$ cat src/assert_macros.svh
// Assertion macros shared by the checking code of the block.
// Each macro samples on clk; the first is masked during rst.
`ifndef ASSERT_MACROS_SVH
`define ASSERT_MACROS_SVH

// Property checked while out of reset
`define UMC_ASSERT(lbl, prop) \
  lbl: assert property (@(posedge clk) disable iff (rst) prop) \
    else $error("umc assertion failed");

// Property checked at every edge, reset included
`define UMC_ASSERT_ALWAYS(lbl, prop) \
  lbl: assert property (@(posedge clk) prop) \
    else $error("umc assertion failed");

`endif

$ cat src/umc_pkg.sv
// Package for the 2x2 unitary matrix check: item types, widths, constants.
// No dependencies.
`timescale 1ns / 1ps

package umc_pkg;

  localparam int unsigned ELEM_W  = 16;   // Q2.14 matrix part
  localparam int unsigned P_W     = 20;   // rounded part of M*M^H
  localparam int unsigned E_W     = 21;   // phase part
  localparam int unsigned OP_W    = 22;   // multiplier operand
  localparam int unsigned ACC_W   = 46;   // accumulator
  localparam int unsigned DIV_W   = 64;   // divider remainder
  localparam int unsigned QB_W    = 18;   // raw quotient bits
  localparam int unsigned REG_W   = 15;   // configuration register
  localparam int unsigned CFG_IDX_W  = 2;
  localparam int unsigned CFG_DATA_W = 16;

  localparam logic signed [ELEM_W-1:0] ONE_Q14 = 16'sd16384;
  localparam logic [REG_W-1:0] TOL_RESET = 15'd16;
  localparam logic [REG_W-1:0] NZL_RESET = 15'd2;

  localparam logic [CFG_IDX_W-1:0] CFG_TOL = 2'd0;
  localparam logic [CFG_IDX_W-1:0] CFG_NZL = 2'd1;

  typedef struct packed {
    logic signed [ELEM_W-1:0] a_re;
    logic signed [ELEM_W-1:0] a_im;
    logic signed [ELEM_W-1:0] b_re;
    logic signed [ELEM_W-1:0] b_im;
    logic signed [ELEM_W-1:0] c_re;
    logic signed [ELEM_W-1:0] c_im;
    logic signed [ELEM_W-1:0] d_re;
    logic signed [ELEM_W-1:0] d_im;
  } in_t;

  typedef struct packed {
    logic                     accepted;
    logic signed [ELEM_W-1:0] held_a_re;
    logic signed [ELEM_W-1:0] held_a_im;
    logic signed [ELEM_W-1:0] held_b_re;
    logic signed [ELEM_W-1:0] held_b_im;
    logic signed [ELEM_W-1:0] held_c_re;
    logic signed [ELEM_W-1:0] held_c_im;
    logic signed [ELEM_W-1:0] held_d_re;
    logic signed [ELEM_W-1:0] held_d_im;
  } out_t;

  // Handshake between sequencer and divider
  typedef struct packed {
    logic busy;
    logic done;
  } div_stat_t;

endpackage

$ cat src/umc_div.sv
// Restoring divider: round(num * 2^14 / den), ties away from zero, saturated to 16 bits.
// Depends on umc_pkg. Loads on start, then produces one quotient bit per cycle.
`timescale 1ns / 1ps

module umc_div (
  input  logic                              clk,
  input  logic                              rst,
  input  logic                              start,
  input  logic signed [umc_pkg::ACC_W-1:0]  num,
  input  logic        [umc_pkg::ACC_W-1:0]  den,
  output umc_pkg::div_stat_t                stat,
  output logic signed [umc_pkg::ELEM_W-1:0] quo
);

  localparam logic [umc_pkg::QB_W-1:0] QB_W_LIM_POS = 18'd32767;
  localparam logic [umc_pkg::QB_W-1:0] QB_W_LIM_NEG = 18'd32768;

  logic [umc_pkg::DIV_W-1:0] rem;
  logic [umc_pkg::DIV_W-1:0] dsh;
  logic [umc_pkg::QB_W-1:0]  q;
  logic                      neg;
  logic [4:0]                step;
  logic [umc_pkg::ACC_W-1:0] mag;
  logic                      ge;

  assign mag = num[umc_pkg::ACC_W-1] ? umc_pkg::ACC_W'(-num) : umc_pkg::ACC_W'(num);
  assign ge  = (rem >= dsh);

  // Iteration: compare and subtract the shifted divisor
  always_ff @(posedge clk) begin
    if (rst) begin
      stat <= '0;
      step <= '0;
    end else begin
      stat.done <= 1'b0;
      if (start) begin
        // N = 2*mag*2^14 + den, divisor 2*den placed at quotient bit 17
        rem       <= (umc_pkg::DIV_W'(mag) << 15) + umc_pkg::DIV_W'(den);
        dsh       <= umc_pkg::DIV_W'(den) << umc_pkg::QB_W;
        q         <= '0;
        neg       <= num[umc_pkg::ACC_W-1];
        step      <= '0;
        stat.busy <= 1'b1;
      end else if (stat.busy) begin
        if (ge) rem <= rem - dsh;
        q    <= {q[umc_pkg::QB_W-2:0], ge};
        dsh  <= dsh >> 1;
        step <= step + 5'd1;
        if (step == 5'(umc_pkg::QB_W - 1)) begin
          stat.busy <= 1'b0;
          stat.done <= 1'b1;
        end
      end
    end
  end

  // Saturation to the signed 16 bit range
  always_comb begin
    if (neg) begin
      if (q > QB_W_LIM_NEG) quo = 16'sh8000;
      else                  quo = umc_pkg::ELEM_W'(-$signed({1'b0, q}));
    end else begin
      if (q > QB_W_LIM_POS) quo = 16'sh7FFF;
      else                  quo = umc_pkg::ELEM_W'(q);
    end
  end

endmodule

$ cat src/unitary_matrix_check.sv
// Top level of the 2x2 unitary matrix check: sequencer, shared MAC, held matrix.
// Depends on umc_pkg, umc_div and assert_macros.svh.
//
//   channel | direction | handshake            | payload
//   in      | input     | in_valid / in_stall  | in_item  (umc_pkg::in_t)
//   out     | output    | out_valid / out_stall| out_item (umc_pkg::out_t)
//   cfg     | input     | cfg_valid / cfg_ready| cfg_index, cfg_data
//
// An item takes longer when M*M^H is not already near identity and the
// phase divide runs; the shared 22x22 MAC and the one-bit-per-cycle divider
// set the time per item. in_stall is high from acceptance until the result
// item is taken. Reset (rst, synchronous) restores the control registers,
// the configuration registers and the identity held matrix; no clearing pass.
`timescale 1ns / 1ps
`include "assert_macros.svh"

module unitary_matrix_check (
  input  logic                                 clk,
  input  logic                                 rst,
  input  logic                                 in_valid,
  output logic                                 in_stall,
  input  umc_pkg::in_t                         in_item,
  output logic                                 out_valid,
  input  logic                                 out_stall,
  output umc_pkg::out_t                        out_item,
  input  logic                                 cfg_valid,
  output logic                                 cfg_ready,
  input  logic [umc_pkg::CFG_IDX_W-1:0]        cfg_index,
  input  logic [umc_pkg::CFG_DATA_W-1:0]       cfg_data
);

  typedef enum logic [2:0] {S_IDLE, S_P, S_CHK, S_E, S_NUM, S_DIV, S_OUT} state_t;

  state_t state;
  logic [4:0] cnt;
  logic [2:0] qn;
  logic       use_diff;

  logic [umc_pkg::REG_W-1:0] tol, nzl;
  logic signed [umc_pkg::ELEM_W-1:0] m    [8];
  logic signed [umc_pkg::ELEM_W-1:0] held [8];
  logic signed [umc_pkg::P_W-1:0]    p    [8];
  logic signed [umc_pkg::E_W-1:0]    er, ei;
  logic signed [umc_pkg::ACC_W-1:0]  acc, num;
  logic        [umc_pkg::ACC_W-1:0]  den;

  logic signed [umc_pkg::OP_W-1:0]     op_a, op_b;
  logic                                op_sub, op_clr;
  logic signed [2*umc_pkg::OP_W-1:0]   prod;
  logic signed [umc_pkg::ACC_W-1:0]    acc_next;
  logic signed [umc_pkg::ACC_W-1:0]    rnd_sum;

  logic               div_start;
  umc_pkg::div_stat_t div_stat;
  logic signed [umc_pkg::ELEM_W-1:0] quo;

  // indices for the M*M^H products
  logic [2:0] pn;
  logic       pi_, pj, pk, psub;
  assign pn   = cnt[4:2];
  assign pi_  = pn[2];
  assign pj   = pn[1];
  assign pk   = cnt[1];
  assign psub = cnt[0];

  assign cfg_ready = 1'b1;
  assign in_stall  = (state != S_IDLE);

  // Operand selection for the shared MAC
  always_comb begin
    op_a   = '0;
    op_b   = '0;
    op_sub = 1'b0;
    op_clr = 1'b0;
    unique case (state)
      S_P: begin
        op_clr = (cnt[1:0] == 2'd0);
        if (!pn[0]) begin
          op_a = psub ? umc_pkg::OP_W'(m[{pi_, pk, 1'b1}]) : umc_pkg::OP_W'(m[{pi_, pk, 1'b0}]);
          op_b = psub ? umc_pkg::OP_W'(m[{pj, pk, 1'b1}])  : umc_pkg::OP_W'(m[{pj, pk, 1'b0}]);
        end else begin
          op_a   = psub ? umc_pkg::OP_W'(m[{pi_, pk, 1'b0}]) : umc_pkg::OP_W'(m[{pi_, pk, 1'b1}]);
          op_b   = psub ? umc_pkg::OP_W'(m[{pj, pk, 1'b1}])  : umc_pkg::OP_W'(m[{pj, pk, 1'b0}]);
          op_sub = psub;
        end
      end
      S_E: begin
        op_clr = (cnt == 5'd1);
        if (cnt == 5'd3) begin
          op_a = $signed({7'd0, nzl});
          op_b = $signed({7'd0, nzl});
        end else if (cnt == 5'd2) begin
          op_a = umc_pkg::OP_W'(ei);
          op_b = umc_pkg::OP_W'(ei);
        end else begin
          op_a = umc_pkg::OP_W'(er);
          op_b = umc_pkg::OP_W'(er);
        end
      end
      S_NUM: begin
        op_clr = (cnt == 5'd0);
        if (!qn[0]) begin
          op_a = (cnt == 5'd0) ? umc_pkg::OP_W'(p[{qn[2:1], 1'b0}])
                               : umc_pkg::OP_W'(p[{qn[2:1], 1'b1}]);
          op_b = (cnt == 5'd0) ? umc_pkg::OP_W'(er) : umc_pkg::OP_W'(ei);
        end else begin
          op_a   = (cnt == 5'd0) ? umc_pkg::OP_W'(p[{qn[2:1], 1'b1}])
                                 : umc_pkg::OP_W'(p[{qn[2:1], 1'b0}]);
          op_b   = (cnt == 5'd0) ? umc_pkg::OP_W'(er) : umc_pkg::OP_W'(ei);
          op_sub = (cnt != 5'd0);
        end
      end
      default: ;
    endcase
  end

  assign prod     = op_a * op_b;
  assign acc_next = (op_clr ? '0 : acc)
                  + (op_sub ? -umc_pkg::ACC_W'(prod) : umc_pkg::ACC_W'(prod));
  assign rnd_sum  = (acc_next + 46'sd8192) >>> 14;

  // Tolerance tests against the identity
  logic signed [umc_pkg::P_W:0]    pd;
  logic [umc_pkg::P_W:0]           pd_abs;
  logic signed [umc_pkg::ELEM_W+1:0] qd;
  logic [umc_pkg::ELEM_W+1:0]        qd_abs;
  logic                              p_ok, q_ok;

  always_comb begin
    pd     = (umc_pkg::P_W+1)'(p[cnt[2:0]])
           - ((cnt[2:0] == 3'd0 || cnt[2:0] == 3'd6) ? 21'sd16384 : 21'sd0);
    pd_abs = pd[umc_pkg::P_W] ? (umc_pkg::P_W+1)'(-pd) : (umc_pkg::P_W+1)'(pd);
    p_ok   = (pd_abs <= (umc_pkg::P_W+1)'(tol));
    qd     = (umc_pkg::ELEM_W+2)'(quo)
           - ((qn == 3'd0 || qn == 3'd6) ? 18'sd16384 : 18'sd0);
    qd_abs = qd[umc_pkg::ELEM_W+1] ? (umc_pkg::ELEM_W+2)'(-qd) : (umc_pkg::ELEM_W+2)'(qd);
    q_ok   = (qd_abs <= (umc_pkg::ELEM_W+2)'(tol));
  end

  umc_div u_div (
    .clk   (clk),
    .rst   (rst),
    .start (div_start),
    .num   (num),
    .den   (den),
    .stat  (div_stat),
    .quo   (quo)
  );

  // Configuration registers
  always_ff @(posedge clk) begin
    if (rst) begin
      tol <= umc_pkg::TOL_RESET;
      nzl <= umc_pkg::NZL_RESET;
    end else if (cfg_valid && cfg_ready) begin
      if (cfg_index == umc_pkg::CFG_TOL) tol <= cfg_data[umc_pkg::REG_W-1:0];
      if (cfg_index == umc_pkg::CFG_NZL) nzl <= cfg_data[umc_pkg::REG_W-1:0];
    end
  end

  // Sequencer, datapath registers and result register
  always_ff @(posedge clk) begin
    if (rst) begin
      state     <= S_IDLE;
      cnt       <= '0;
      qn        <= '0;
      use_diff  <= 1'b0;
      out_valid <= 1'b0;
      div_start <= 1'b0;
      for (int k = 0; k < 8; k++) held[k] <= '0;
      held[0]   <= umc_pkg::ONE_Q14;
      held[6]   <= umc_pkg::ONE_Q14;
    end else begin
      div_start <= 1'b0;
      unique case (state)
        S_IDLE: begin
          if (in_valid) begin
            m[0] <= in_item.a_re; m[1] <= in_item.a_im;
            m[2] <= in_item.b_re; m[3] <= in_item.b_im;
            m[4] <= in_item.c_re; m[5] <= in_item.c_im;
            m[6] <= in_item.d_re; m[7] <= in_item.d_im;
            cnt      <= '0;
            use_diff <= 1'b0;
            state    <= S_P;
          end
        end
        // four MAC steps per part of P
        S_P: begin
          acc <= acc_next;
          if (cnt[1:0] == 2'd3) p[pn] <= umc_pkg::P_W'(rnd_sum);
          cnt <= cnt + 5'd1;
          if (cnt == 5'd31) begin
            cnt   <= '0;
            state <= S_CHK;
          end
        end
        // first identity test, one part a cycle
        S_CHK: begin
          if (!p_ok) begin
            cnt   <= '0;
            state <= S_E;
          end else if (cnt[2:0] == 3'd7) begin
            state     <= S_OUT;
            out_valid <= 1'b1;
            out_item  <= {1'b1, m[0], m[1], m[2], m[3], m[4], m[5], m[6], m[7]};
            for (int k = 0; k < 8; k++) held[k] <= m[k];
          end else begin
            cnt <= cnt + 5'd1;
          end
        end
        // phase and its squared magnitude
        S_E: begin
          unique case (cnt)
            5'd0: begin
              er  <= umc_pkg::E_W'(p[0]) + umc_pkg::E_W'(p[2]);
              ei  <= umc_pkg::E_W'(p[1]) + umc_pkg::E_W'(p[3]);
              cnt <= 5'd1;
            end
            5'd1, 5'd2: begin
              acc <= acc_next;
              cnt <= cnt + 5'd1;
            end
            default: begin
              if (!use_diff && (acc < umc_pkg::ACC_W'(prod))) begin
                use_diff <= 1'b1;
                er  <= umc_pkg::E_W'(p[0]) - umc_pkg::E_W'(p[2]);
                ei  <= umc_pkg::E_W'(p[1]) - umc_pkg::E_W'(p[3]);
                cnt <= 5'd1;
              end else if (acc == '0) begin
                state     <= S_OUT;
                out_valid <= 1'b1;
                out_item  <= {1'b0, held[0], held[1], held[2], held[3],
                              held[4], held[5], held[6], held[7]};
              end else begin
                den   <= umc_pkg::ACC_W'(acc);
                qn    <= '0;
                cnt   <= '0;
                state <= S_NUM;
              end
            end
          endcase
        end
        // numerator of one quotient part
        S_NUM: begin
          acc <= acc_next;
          if (cnt == 5'd0) begin
            cnt <= 5'd1;
          end else begin
            num       <= acc_next;
            div_start <= 1'b1;
            state     <= S_DIV;
          end
        end
        // wait for the divider, then test the part
        S_DIV: begin
          if (div_stat.done) begin
            if (!q_ok) begin
              state     <= S_OUT;
              out_valid <= 1'b1;
              out_item  <= {1'b0, held[0], held[1], held[2], held[3],
                            held[4], held[5], held[6], held[7]};
            end else if (qn == 3'd7) begin
              state     <= S_OUT;
              out_valid <= 1'b1;
              out_item  <= {1'b1, m[0], m[1], m[2], m[3], m[4], m[5], m[6], m[7]};
              for (int k = 0; k < 8; k++) held[k] <= m[k];
            end else begin
              qn    <= qn + 3'd1;
              cnt   <= '0;
              state <= S_NUM;
            end
          end
        end
        S_OUT: begin
          if (!out_stall) begin
            out_valid <= 1'b0;
            state     <= S_IDLE;
          end
        end
        default: state <= S_IDLE;
      endcase
    end
  end

  // Checks
  `UMC_ASSERT(a_no_accept_while_result, (in_valid && !in_stall) |-> !out_valid)
  `UMC_ASSERT(a_held_only_on_accept, !$stable(held[0]) |-> (out_valid && out_item.accepted))
  `UMC_ASSERT(a_div_start_idle, div_start |-> (!div_stat.busy && state == S_DIV))

endmodule
$ cat config.mk
export PLATFORM = sky130hd
export DESIGN_NAME = unitary_matrix_check
export DESIGN_NICKNAME = d
export VERILOG_FILES = /design/src/umc_pkg.sv /design/src/umc_div.sv /design/src/unitary_matrix_check.sv
export VERILOG_INCLUDE_DIRS = /design/src /design/src/src
export SDC_FILE = /design/constraint.sdc
export NUM_CORES = 2
export LEC_CHECK = 0
export BUFFER_PORTS_ARGS = -buffer_cell sky130_fd_sc_hd__clkbuf_2
export CORE_ASPECT_RATIO = 2
export CORE_MARGIN = 10
export CORE_UTILIZATION = 35
export CTS_CLUSTER_DIAMETER = 80
export DETAILED_ROUTE_END_ITERATION = 6
export MAX_ROUTING_LAYER = met4
export PLACE_DENSITY = 0.49
export SKIP_LAST_GASP = 1
export SYNTH_ARGS = -nofsm -noshare
export SYNTH_HDL_FRONTEND = slang
export SYNTH_HIERARCHICAL = 1
export SYNTH_SLANG_ARGS = --single-unit
$ cat constraint.sdc
create_clock -name clk -period 32.1 [get_ports clk]
set_input_delay 1.605 -clock clk [delete_from_list [all_inputs] [get_ports clk]]
set_output_delay 1.605 -clock clk [all_outputs]
set_load 0.005 [all_outputs]
==> results.yml <==
run_status:
  status: "finished, violations left"
  violations: "design-rule violations"
timing:
  setup-tns-final_ns: 0
  grt_setup_unrepaired: "false"
  relSlewSlack_pct: 17.4
  fmax_ghz: 0.0608
  worst-slew-pin-transition_ns: 1.24
  drv_slew: 0
  worst_clock_skew_ns: 0.0457
  finalHoldViolations: 0
  layout_min_cycle_time_ns: 16.45
  fin_crit_sh_pct: 51.2
  setup_viol: 0
global_route:
  grt_usage_pct: 23.1
  grt_pass1_wl_mm: 379
  antenna_found_initial: 16
  grt_pass1_vias: 56900
  grt.overflow.total: 0
  grt_max_degree: 123
placed_design:
  dp_hpwl_mm: 206
  dp_cells: 9667
  place_area_sq_mm: 0.0774
  gp_congestion: 0.950
  portBuffers: 280
clock_tree:
  post_cts_buffers: 0
  clock_sinks: 930
  cts-root-buf: "clkbuf_16"
  clock_latency_ns: 0.73
  cts.repair.resized: 0
  cts_tree: "built"
  cts_made_buffers: 90
  hold_buffers: 0
  htreeDepth: 3
  cts.path.max_buffers: 3
  clk_pin_slew_ns: 0.07
logic_synthesis:
  synth_cells: 6846
  syn_avg_cell_area_sq_um: 10.6
  synthesis.nets: 7906
  synth.distinct_cells: 99
  netlist_area_sq_mm: 0.0726
  ys_async_sr_fraction_pct: 0
  synthFlopType: "edfxtp_1"
  synth_seq_cells: 930
  ys_warn_count: 6
  synth_edf_count: 872
  synth-seq-area-share_pct: 37.7
hold_path:
  hold_path.class: "flip-flop to flip-flop"
drt:
  dr.first_iter.drc_count: 3670
  vias: 54000
  drcViolationCount: 1
  ant_nets: 0
  firstDrtPassIters: 7
  postRouteWirelength_mm: 260
  wl_per_cell_um: 26.4
  viasPerCell: 5.49
worst_setup_path:
  worstSetupPathType: "flip-flop to flip-flop"
  slowest_delay_ns: 0.96
  cp_max_fo: 56
  critical_path.startpoint_type: "flip-flop"
  slowest_stage: "fa_1"
  crit_path_end_kind: "flip-flop"
  worstPathArrival_ns: 16.78
  required_ns: 32.43
cells_and_area:
  area_growth_syn_to_layout_pct: 10.5
  fin_cells: 9843
  multi_input_area_sq_mm: 0.0414
  nets: 8082
  design_area_sq_mm: 0.0803
  utilization_pct: 38.9
  drive_gt1_share_pct: 13.0
  ff_latch_area_sq_mm: 0.0274
  fillers: 20300
floorplan:
  coreArea_sq_mm: 0.206
  die-width_um: 342
  dieHeight_um: 664
  rows: 236
  die_area_sq_mm: 0.227
  ios: 283
  initial_core_util_pct: 35.2
job:
  maxCapViolations: 0
[synth_stat cells (39+ instances only)]
master,instances,area share (%)
nor2b_1,100,0.86
nor2_1,434,2.2
mux2_2,154,2.4
nand2b_1,39,0.34
xor2_1,119,1.4
a31oi_1,40,0.34
and2_1,102,0.88
clkbuf_1,258,1.3
nand2_1,742,3.8
a21o_1,122,1.3
o21ai_0,269,1.9
a211oi_1,39,0.40
dfxtp_1,58,1.6
mux4_2,142,4.4
and3_1,130,1.1
o31ai_1,46,0.48
xnor2_1,270,3.3
inv_1,761,3.9
nor3_1,107,0.74
fa_1,493,14
or3_1,42,0.36
nand4_1,58,0.50
nand3_1,98,0.68
a21oi_1,352,2.4
ha_1,416,7.2
mux2i_1,71,0.98
edfxtp_1,872,36
[cell families after synthesis]
logic type | count (synthesis) | share of synthesized area (%)
AND/OR/NAND/NOR | 1998 | 13.1
AO/OA/AOI/OAI | 1178 | 10.3
adder cells (fa/ha/maj) | 909 | 20.8
other | 1 | 0.00516
multiplexers | 367 | 7.77
flip-flops | 930 | 37.7
buffers and inverters | 1074 | 5.63
XOR/XNOR | 389 | 4.69
[stage by stage]
| step | setup WS, ns | hold WS, ns |
|---|---|---|
| finish | 15.65 | 0.454 |
| global route | 14.83 | 0.475 |
| CTS | 15.61 | 0.456 |
| detailed placement | 15.69 | 0.448 |
| global placement | 15.74 | 0.447 |
| floorplan | 13.08 | 0.424 |
[flip-flops by register name, summed over array words and instances (netlist names), 18 cells and up, named ones only]
register   count
m            128
er            21
ei            21
p            160
held         128
u_div/q       18
u_div/rem     64
out_item     129
num           46
u_div/dsh     64
den           46
acc           46
[path summary, 6_finish.rpt]
path	slack, ns	startpoint	cells after the start	to
setup / recovery	15.65	cnt[0]	48	out_item[88]
hold / removal	0.45	tol[8]	2	tol[8]
setup reg to reg	15.65	cnt[0]	48	out_item[88]
hold reg to reg	0.45	tol[8]	2	tol[8]
[critical path, delay by kind of cell (launching register included)]
| kind | cells | cell delay, ns |
|---|---|---|
| mux | 2 | 0.71 |
| fa+ha+maj | 10 | 5.29 |
| flops | 1 | 0.30 |
| buf+inv | 13 | 3.86 |
| xor+xnor | 2 | 0.40 |
| compound gates | 10 | 2.65 |
| simple gates | 11 | 2.59 |
[layout by cell type, fill, tap and decap left out, types with 46 or more instances in the layout]
cell       Yosys  layout
o31ai_1       46      46
nand3_1       98      98
ha_1         416     416
buf_4          2     114
a21o_1       122     122
nand4_1       58      58
nor2_1       434     426
xnor2_1      270     269
edfxtp_1     872     872
and3_1       130     130
fa_1         493     493
xor2_1       119     118
clkbuf_16      0      93
mux2i_1       71      71
nor2b_1      100     100
nor3_1       107      95
o21ai_0      269     264
clkbuf_2       1     279
nand2_1      742     742
and2_1       102     101
dfxtp_1       58      52
mux4_2       142     142
a21oi_1      352     350
mux2_2       154     154
inv_1        761     759
[per-layer routing]
metal	up-vias	track usage [%]	wire length [um]
met5	-	-	0
met2	1731	44.0	145000
met4	0	18.2	23800
met3	742	2.31	9940
li1	24300	-	-
met1	27300	20.4	81000
[area by class of cell]
class	instances	share of cell area [%]
Clock buffer	114	3.02
Multi-Input combinational cell	4842	51.6
Inverter	763	3.57
Sequential cell	930	34.1
Timing Repair Buffer	395	2.86
Tap cell	2737	4.27
Antenna cell	9	0.0281
Clock inverter	53	0.586
Power is left out: the tool's default activity adds up to more than one toggle a clock period on the data nets, which glitch-free logic cannot reach.
